==> src/sol_pkg.sv <==
// Shared constants, codes and command types for the sorted offset list.
package sol_pkg;

   localparam int CAPACITY      = 64;
   localparam int OFFSET_W      = 31;
   localparam int ENTRY_COUNT_W = 7;
   localparam int COUNT_W       = $clog2(CAPACITY + 1);

   typedef enum logic [1:0] {
      KIND_INSERT  = 2'd0,
      KIND_DELETE  = 2'd1,
      KIND_REPLACE = 2'd2,
      KIND_QUERY   = 2'd3
   } kind_type;

   typedef enum logic [1:0] {
      STATUS_OK        = 2'd0,
      STATUS_FULL      = 2'd1,
      STATUS_NOT_FOUND = 2'd2
   } status_type;

   typedef enum logic [1:0] {
      OP_NONE,
      OP_INSERT,
      OP_DELETE
   } op_type;

   typedef enum logic [1:0] {
      ST_IDLE,
      ST_REINSERT,
      ST_LOAD
   } state_type;

   typedef struct packed {
      op_type     op;
      logic       use_repl;
      logic       capture;
      status_type status;
      logic       load;
   } dp_cmd_type;

   typedef struct packed {
      logic full;
      logic found;
   } dp_flags_type;

endpackage

==> src/sol_ctrl.sv <==
// Request sequencer: accepts a transfer, issues list operations, loads the result.
module sol_ctrl (
   input  logic                  clock,
   input  logic                  reset,
   input  logic                  req_valid,
   output logic                  req_stall,
   input  sol_pkg::kind_type     req_kind,
   output logic                  rsp_valid,
   input  logic                  rsp_stall,
   input  sol_pkg::dp_flags_type flags,
   output sol_pkg::dp_cmd_type   cmd
);
   import sol_pkg::*;

   state_type state_ff, state_in;
   logic      rsp_valid_ff, rsp_valid_in;

   always_ff @(posedge clock) begin
      if (reset) begin
         state_ff     <= ST_IDLE;
         rsp_valid_ff <= 1'b0;
      end else begin
         state_ff     <= state_in;
         rsp_valid_ff <= rsp_valid_in;
      end
   end

   always_comb begin
      state_in     = state_ff;
      req_stall    = 1'b1;
      cmd.op       = OP_NONE;
      cmd.use_repl = 1'b0;
      cmd.capture  = 1'b0;
      cmd.status   = STATUS_OK;
      cmd.load     = 1'b0;
      unique case (state_ff)
         ST_IDLE: begin
            // hold off transfers while reset is applied
            req_stall = reset;
            if (req_valid && !reset) begin
               cmd.capture = 1'b1;
               state_in    = ST_LOAD;
               unique case (req_kind)
                  KIND_INSERT: begin
                     if (flags.full) begin
                        cmd.status = STATUS_FULL;
                     end else begin
                        cmd.op = OP_INSERT;
                     end
                  end
                  KIND_DELETE: begin
                     if (flags.found) begin
                        cmd.op = OP_DELETE;
                     end else begin
                        cmd.status = STATUS_NOT_FOUND;
                     end
                  end
                  KIND_REPLACE: begin
                     // remove the old offset now, put the new one in next cycle
                     if (flags.found) begin
                        cmd.op   = OP_DELETE;
                        state_in = ST_REINSERT;
                     end else begin
                        cmd.status = STATUS_NOT_FOUND;
                     end
                  end
                  KIND_QUERY: ;
               endcase
            end
         end
         ST_REINSERT: begin
            cmd.op       = OP_INSERT;
            cmd.use_repl = 1'b1;
            state_in     = ST_LOAD;
         end
         ST_LOAD: begin
            // hold until the result register is free
            if (!rsp_valid_ff || !rsp_stall) begin
               cmd.load = 1'b1;
               state_in = ST_IDLE;
            end
         end
         default: state_in = ST_IDLE;
      endcase
   end

   assign rsp_valid_in = cmd.load || (rsp_valid_ff && rsp_stall);
   assign rsp_valid    = rsp_valid_ff;

   reinsert_after_accept: assert property (@(posedge clock) disable iff (reset)
      state_ff == ST_REINSERT |-> $past(state_ff) == ST_IDLE && $past(req_valid))
      else $error("reinsert step without a preceding replace transfer");

   rsp_held_while_stalled: assert property (@(posedge clock) disable iff (reset)
      rsp_valid_ff && rsp_stall |=> rsp_valid_ff)
      else $error("result dropped while stalled");

   busy_stalls_input: assert property (@(posedge clock) disable iff (reset)
      state_ff != ST_IDLE |-> req_stall)
      else $error("request transfer possible while busy");

endmodule

==> config.mk <==
export PLATFORM = sky130hd
export DESIGN_NAME = sol_ctrl
export DESIGN_NICKNAME = d
export VERILOG_FILES = /design/src/sol_pkg.sv /design/src/sol_ctrl.sv
export SDC_FILE = /design/constraint.sdc
export NUM_CORES = 1
export LEC_CHECK = 0
export ABC_AREA = 1
export BUFFER_PORTS_ARGS = -buffer_cell sky130_fd_sc_hd__buf_4
export CORE_AREA = 2 2 39 41
export DETAILED_ROUTE_END_ITERATION = 8
export DIE_AREA = 0 0 41 43
export PLACE_DENSITY = 0.47
export SYNTH_ARGS = -nofsm -noshare
export SYNTH_HDL_FRONTEND = slang
export SYNTH_SLANG_ARGS = --single-unit
==> constraint.sdc <==
create_clock -name clock -period 2 [get_ports clock]
set_input_delay 0.1 -clock clock [delete_from_list [all_inputs] [get_ports clock]]
set_output_delay 0.1 -clock clock [all_outputs]
set_load 0.02 [all_outputs]
[Word-level counts from Yosys, hierarchy flattened]
Cells that the tools add are included.
Operators by class
  equality and inequality tests: 6
  mux-type cells: 19
  reduce and logical (&&, ||, !) cells: 11
Operator list (count)
  2-to-1 mux 2 bit: 7
  case mux 2 bit (2 select lines): 3
  2-to-1 mux 1 bit: 6
  2-to-1 mux 3 bit: 2
  case mux 2 bit (3 select lines): 1
  == test 2 x 1 -> 1 bit, second input constant: 2
  == test 2 bit, second input constant: 2
  zero test 2 bit: 2
  != test 2 bit, second input constant: 2
  zero test 1 bit: 3
  logical AND 1 bit: 2
  logical OR 1 bit: 2
  AND reduction 2 bit: 1
  OR reduction 2 bit: 1
Storage, ports and cells
  bits in registers: 3
  input bits: 8
  output and inout bits: 9

[Logic depth before layout (Yosys ltp)]
Gate-level depths: netlist of run 1.
  word-level depth: 5
  mapped depth: 7

[Least setup slack after synthesis of run 1]
Ideal clock, no wire load.
  kind: flip-flop to output port
  from: register state_ff[1]
  to: output port cmd[5] (netlist bit)
  data arrival time: 0.885 ns
  path slack: 1.015 ns
  cell stages (with the launch flop): 4
  cells stage by stage: dfxtp_1 -> nor2_2 -> nand2_2 -> o21ai_1
RTL lines
  from (decl): RTL line sol_ctrl.sv:15  | state_type state_ff, state_in;
  from (signal assigned): RTL line sol_ctrl.sv:23  | state_ff <= state_in;
  to (decl): RTL line sol_ctrl.sv:11  | output sol_pkg::dp_cmd_type cmd

==> results of run 1 <==
power groups by stage:
stage / Combinational [mW] / Sequential (mW) / Clock (mW)
floorplan: 0.0328 / 0.0674 / 0
global placement: 0.0627 / 0.0662 / 0
detailed placement: 0.0627 / 0.0662 / 0
CTS: 0.0629 / 0.0652 / 0.115
global route: 0.0708 / 0.0654 / 0.122
finish: 0.0616 / 0.0652 / 0.108
stage by stage:
stage | instances | setup WS [ns] | util
2_1_floorplan | 40 | 1.015 | -
3_3_place_gp | 72 | 0.9846 | 0.2866
3_5_place_dp | 72 | 0.9866 | 0.2866
4_1_cts | 76 | 0.7372 | 0.3056
5_1_grt | 76 | 0.6719 | 0.3056
6_report | 76 | 0.7625 | 0.3056
cell type report:
cell class,count,area [um2],share of cell area
flip-flops and latches,3,60.06,0.1420
well taps,16,20.02,0.04734
multi-input cells,25,151.4,0.3580
clock buffers,4,26.28,0.06213
repair buffers,16,120.1,0.2840
inverters,12,45.04,0.1065
cell usage in the layout (no fill, tap or decap), drive strengths merged:
| cell type | netlist | final |
|---|---|---|
| buf | 0 | 16 |
| nor3 | 1 | 1 |
| dfxtp | 3 | 3 |
| inv | 12 | 12 |
| a21oi | 1 | 1 |
| nand3 | 3 | 3 |
| nand2 | 9 | 9 |
| nor2 | 6 | 6 |
| nor3b | 1 | 1 |
| clkbuf | 0 | 4 |
| ha | 3 | 3 |
| o21ai | 1 | 1 |
routing by layer:
metal | vias up | global-route usage | part of all wire
li1 | 155 | - | -
met2 | 14 | 0.1031 | 0.45
met3 | 0 | 0.09424 | 0.13
met1 | 116 | 0.1090 | 0.42
met4 | 0 | 0.02000 | 0
met5 | - | 0 | 0
worst paths after layout:
| path | from | slack [ns] | cells after the start | endpoint |
|---|---|---|---|---|
| setup / recovery | state_ff[1]$_SDFFE_PP0P_ | 0.76 | 4 | cmd[6] |
| hold / removal | reset | 0.04 | 2 | rsp_valid$_SDFF_PP0_ |
| setup reg to reg | state_ff[1]$_SDFFE_PP0P_ | 1.20 | 5 | state_ff[1]$_SDFFE_PP0P_ |
| hold reg to reg | rsp_valid$_SDFF_PP0_ | 0.48 | 2 | rsp_valid$_SDFF_PP0_ |
state kept, by name, indices dropped and copies added, names as in the netlist:
signal	flops
state_ff	2
rsp_valid	1
kinds of logic after synthesis:
logic type                 after synthesis  synth area share
AOI/OAI and AO/OA                        2           0.03899
adders and majority gates                3            0.1464
and+or+nand+nor                         20            0.4049
DFF                                      3            0.2342
buffers and inverters                   12            0.1756
critical path: cells and delay by family, from the launching register on:
kind / cells / cell delay (ns)
and+or+nand+nor: 3 / 0.43
DFF: 1 / 0.32
buffers and inverters: 1 / 0.16
==> summary.txt, run 1 <==
outcome: finished clean
post-route ant nets: 0
Global Route Usage Sum: 0.08826
crit path kind: flip-flop to output port
grt ovf: 0
Starting Density: 0.1854
Post-CTS Setup Inserts: 0
CTS tree: built
# diodes: 0
prevailing post-synth register cell: dfxtp_1
clock power share: 0.460
CP startpoint kind: flip-flop
DIE HEIGHT: 43 um
Port Buffers: 16
post-synthesis cell count: 40
P_int: 0.1661 mW
First-pass DRT Iterations: 3
Worst Tran Pin Value: 0.1409 ns
max cap viols: 0
critical path capture point type: output port
most frequent cell after synthesis: inv_1
Warnings, synthesis: 0
die footprint: 0.001763 mm2
Slew HR: 0.9057
clock skew: 0.0007411 ns
Hold Buf Count CTS: 0
Die X: 41 um
CTS clk-pin slew, worst paths: 0.04 ns
synthesized area: 256.5 um2
layout cells sized above 1: 0.4333
Synth area leaders: dfxtp_1 (23%), inv_1 (16%), ha_1 (15%), nand2_1 (12%), nor2_2 (7.3%)
largest net degree at the start of global routing: 7
via count: 285
Max Fanout on Critical Path: 6
maximum clock path buffer count: 2
initial DRC count: 3
clk_lat worst skew: 0.23 ns
I/O Pins: 17
Gate power share: 0.262
HPWL after DPL: 460.5 um
final wirelength: 545 um
# H-tree levels: 1
sequential area share after synthesis: 0.2341
Fmax: 808.1 MHz
EDFF count, synth: 0
Cell Rows: 14
Final Cycle Share: 0.6187
Placer Congestion: 0.6460
CP max-delay cell: dfxtp_1
initial antenna violation count: 0
Critical Path RT: 1.90 ns
cell taking the most area after synthesis: dfxtp_1
switch share: 0.2925
CTS resizes: 0
register bit total from synthesis: 3
first-pass GRT wire length: 986 um
TNS Setup: 0 ns
syn_area_per_cell: 6.412 um2
CTS root buffer: clkbuf_4
Arrival @ worst endpoint: 1.14 ns
cell area after placement: 396.6 um2
Pwr per Cell Area: 555.2 mW/mm2
number of CTS-inserted buffers: 3
slowest stage delay, CP: 0.32 ns
# fillers: 166
Hold Path Class: input pin to flip-flop
LEAKAGE: 0.2557 nW
DRC: 0
routed length per placed instance: 7.171 um
asr flop ratio synth: 0
P_sw: 0.06869 mW
commonest cells in the netlist: inv_1 (11), nand2_1 (8)
VDD IR max: 0.2578 mV
Area growth, synth to finish: 64.88%
Sink Count: 3
core area: 0.001384 mm2
Final #Nets: 72
Slew Limit Fails: 0
unrepaired setup endpoints after global routing: false
post-synth top area share: 0.2341
syn nets: 51
# setup viols final: 0
post-route design area: 422.9 um2
DR vias/cell: 3.750
register share of total power: 0.278
final total power: 0.2348 mW
final hold violation count: 0
vias in the first global route: 250
Final Hold Slack: 0.04229 ns
CP Cell Sequence: nor2_2 -> nand2_2 -> nor3b_2 -> buf_4
fin crit period: 1.237 ns
Yosys cell types: 13
No activity file was read; power rests on OpenSTA's default activity.
==> run 2: changes to the inputs <==
clock period = 1.2 ns   (was 2 ns; I/O delays follow)
==> summary.txt, run 2 (synthesized netlist as in run 1, its figures left out) <==
crit path kind: flip-flop to output port
DP Worst Slack: 0.2454 ns (-0.7411 ns)
final wirelength: 600 um (+10%)
First-pass DRT Iterations: 3 (unchanged)
Starting Density: 0.1854 (unchanged)
unrepaired setup endpoints after global routing: true
CTS clk-pin slew, worst paths: 0.04 ns (about the same)
Placer Congestion: 0.6662 (+3.1%)
Slew HR: 0.9043 (-0.001386)
# H-tree levels: 1 (unchanged)
Hold Startpoint: reset
die footprint: 0.001763 mm2 (unchanged)
hold path depth: 4 (+2)
LEAKAGE: 0.2799 nW (+9.5%)
Final Hold Slack: 0.09223 ns (+0.04994 ns)
routed length per placed instance: 7.500 um (+4.6%)
CTS root buffer: clkbuf_4
register share of total power: 0.268 (-0.010)
CP Cell Sequence: nor2_4 -> nand2_4 -> nor3b_2 -> buf_4
Slew Limit Fails: 0 (unchanged)
hold endpoint: state_ff[1]$_SDFFE_PP0P_
Most flops, register: state_ff
fin cells: 80 (+5.3%)
CP max-delay cell: dfxtp_2
outcome: finished clean
maximum clock path buffer count: 2 (unchanged)
grt ovf: 0 (unchanged)
# setup viols final: 0 (unchanged)
final hold violation count: 0 (unchanged)
worst path bufs/invs: 1 (unchanged)
clk_lat worst skew: 0.23 ns (about the same)
Final #Nets: 76 (+5.6%)
Fmax: 870.5 MHz
DRC: 0 (unchanged)
max cap viols: 0 (unchanged)
P_int: 0.2915 mW (+75%)
PnR worst setup slack: 0.05125 ns (-0.7113 ns)
slowest stage delay, CP: 0.33 ns (about the same)
Hold Path Class: input pin to flip-flop
crit-path leading delay family: simple AND/OR/NAND/NOR gates
Area growth, synth to finish: 83.90%
Final Cycle Share: 0.9573
Largest register FFs: 2 (unchanged)
CTS tree: built
core area: 0.001384 mm2 (unchanged)
# fillers: 161 (-3.0%)
critical path capture point type: output port
first-pass GRT wire length: 1.055 mm (+7.0%)
clock skew: 0.0007375 ns (-0.000003581 ns)
Reg2Reg Depth: 5 (unchanged)
worst reg2reg path startpoint: state_ff[1]$_SDFFE_PP0P_
final core occ: 0.3409 (+0.03526)
initial DRC count: 2 (-1)
Global Route Usage Sum: 0.09328 (+0.005015)
P_sw: 0.1202 mW (+75%)
Pwr per Cell Area: 872.8 mW/mm2 (+57%)
initial antenna violation count: 0 (unchanged)
flop-to-flop setup slack: 0.41 ns (-0.79 ns)
commonest non-fill, non-tap cell in the layout: buf_4
Max Fanout on Critical Path: 6 (unchanged)
Arrival @ worst endpoint: 1.09 ns (-0.05 ns)
DR vias/cell: 3.900 (+4.0%)
VDD IR max: 0.4555 mV (+77%)
most frequent cells in the layout: buf_4 (18), inv_1 (11), nand2_1 (8)
Port Buffers: 16 (unchanged)
# diodes: 0 (unchanged)
number of CTS-inserted buffers: 3 (unchanged)
Sink Count: 3 (unchanged)
post-route ant nets: 0 (unchanged)
Worst Tran Pin Value: 0.1433 ns (+0.002423 ns)
Die X: 41 um (unchanged)
Cell Rows: 14 (unchanged)
largest net degree at the start of global routing: 7 (unchanged)
clock power share: 0.437 (-0.023)
layout cells sized above 1: 0.4844 (+0.05104)
HPWL after DPL: 461.2 um (+0.15%)
vias in the first global route: 283 (+13%)
I/O Pins: 17 (unchanged)
DIE HEIGHT: 43 um (unchanged)
CP startpoint kind: flip-flop
FF-to-FF End: state_ff[1]$_SDFFE_PP0P_
fin crit period: 1.149 ns
via count: 312 (+9.5%)
total placed cells including tap cells: 72 (unchanged)
switch share: 0.2920 (-0.0005229)
Gate power share: 0.296 (+0.034)
Critical Path RT: 1.14 ns (-0.76 ns)
run 2: power by group through the flow:
stage	clock, mW	combinational [mW]	sequential [mW]
finish	0.180	0.122	0.110
global route	0.198	0.137	0.111
CTS	0.189	0.120	0.110
detailed placement	0	0.104	0.110
global placement	0	0.104	0.110
floorplan	0	0.0546	0.112
run 2: layout make-up:
type / instances / area [um2] / share of cell area
Clock buffer: 4 / 26.28 / 0.05570
Inverter: 12 / 45.04 / 0.09549
Multi-Input combinational cell: 25 / 161.4 / 0.3422
Sequential cell: 3 / 62.56 / 0.1326
Tap cell: 16 / 20.02 / 0.04244
Timing Repair Buffer: 20 / 156.4 / 0.3316
run 2: tightest hold or removal path, stage by stage:
cell and delay [ns]:
buf_4 0.10, inv_1 0.05, nand2_1 0.06, inv_1 0.03
run 2: metrics by stage:
stage	total power [mW]	TNS (ns)	instance area [um2]
floorplan	0.1669	0	256.5
global placement	0.2145	0	396.6
detailed placement	0.2146	0	396.6
CTS	0.4193	0	466.7
global route	0.4458	-0.009330	471.7
finish	0.4117	0	471.7
run 2: how the worst max path moves through the flow:
stage                                   startpoint     end  depth (start not counted)
after floorplan           state_ff[1]$_SDFFE_PP0P_  cmd[5]                          3
after global placement    state_ff[1]$_SDFFE_PP0P_  cmd[6]                          4
after detailed placement  state_ff[1]$_SDFFE_PP0P_  cmd[6]                          4
after CTS                 state_ff[0]$_SDFFE_PP0P_  cmd[6]                          4
after global routing      state_ff[1]$_SDFFE_PP0P_  cmd[6]                          4
final                     state_ff[1]$_SDFFE_PP0P_  cmd[6]                          4
run 2: what timing repair did:
action | 4_1_cts | 5_1_grt
hold endpoints to repair | 1 | 0
pin swaps | 3 | 2
setup endpoints to repair | 1 | 5
hold buffers | 1 | 0
buffers inserted | 3 | 0
resized for setup | 3 | 2
run 2: routing by layer:
layer | vias up | track usage | share of wire
met5 | - | 0 | 0
met4 | 0 | 0.02000 | 0
met3 | 0 | 0.07853 | 0.12
met2 | 14 | 0.1281 | 0.49
met1 | 134 | 0.1090 | 0.39
li1 | 164 | - | -
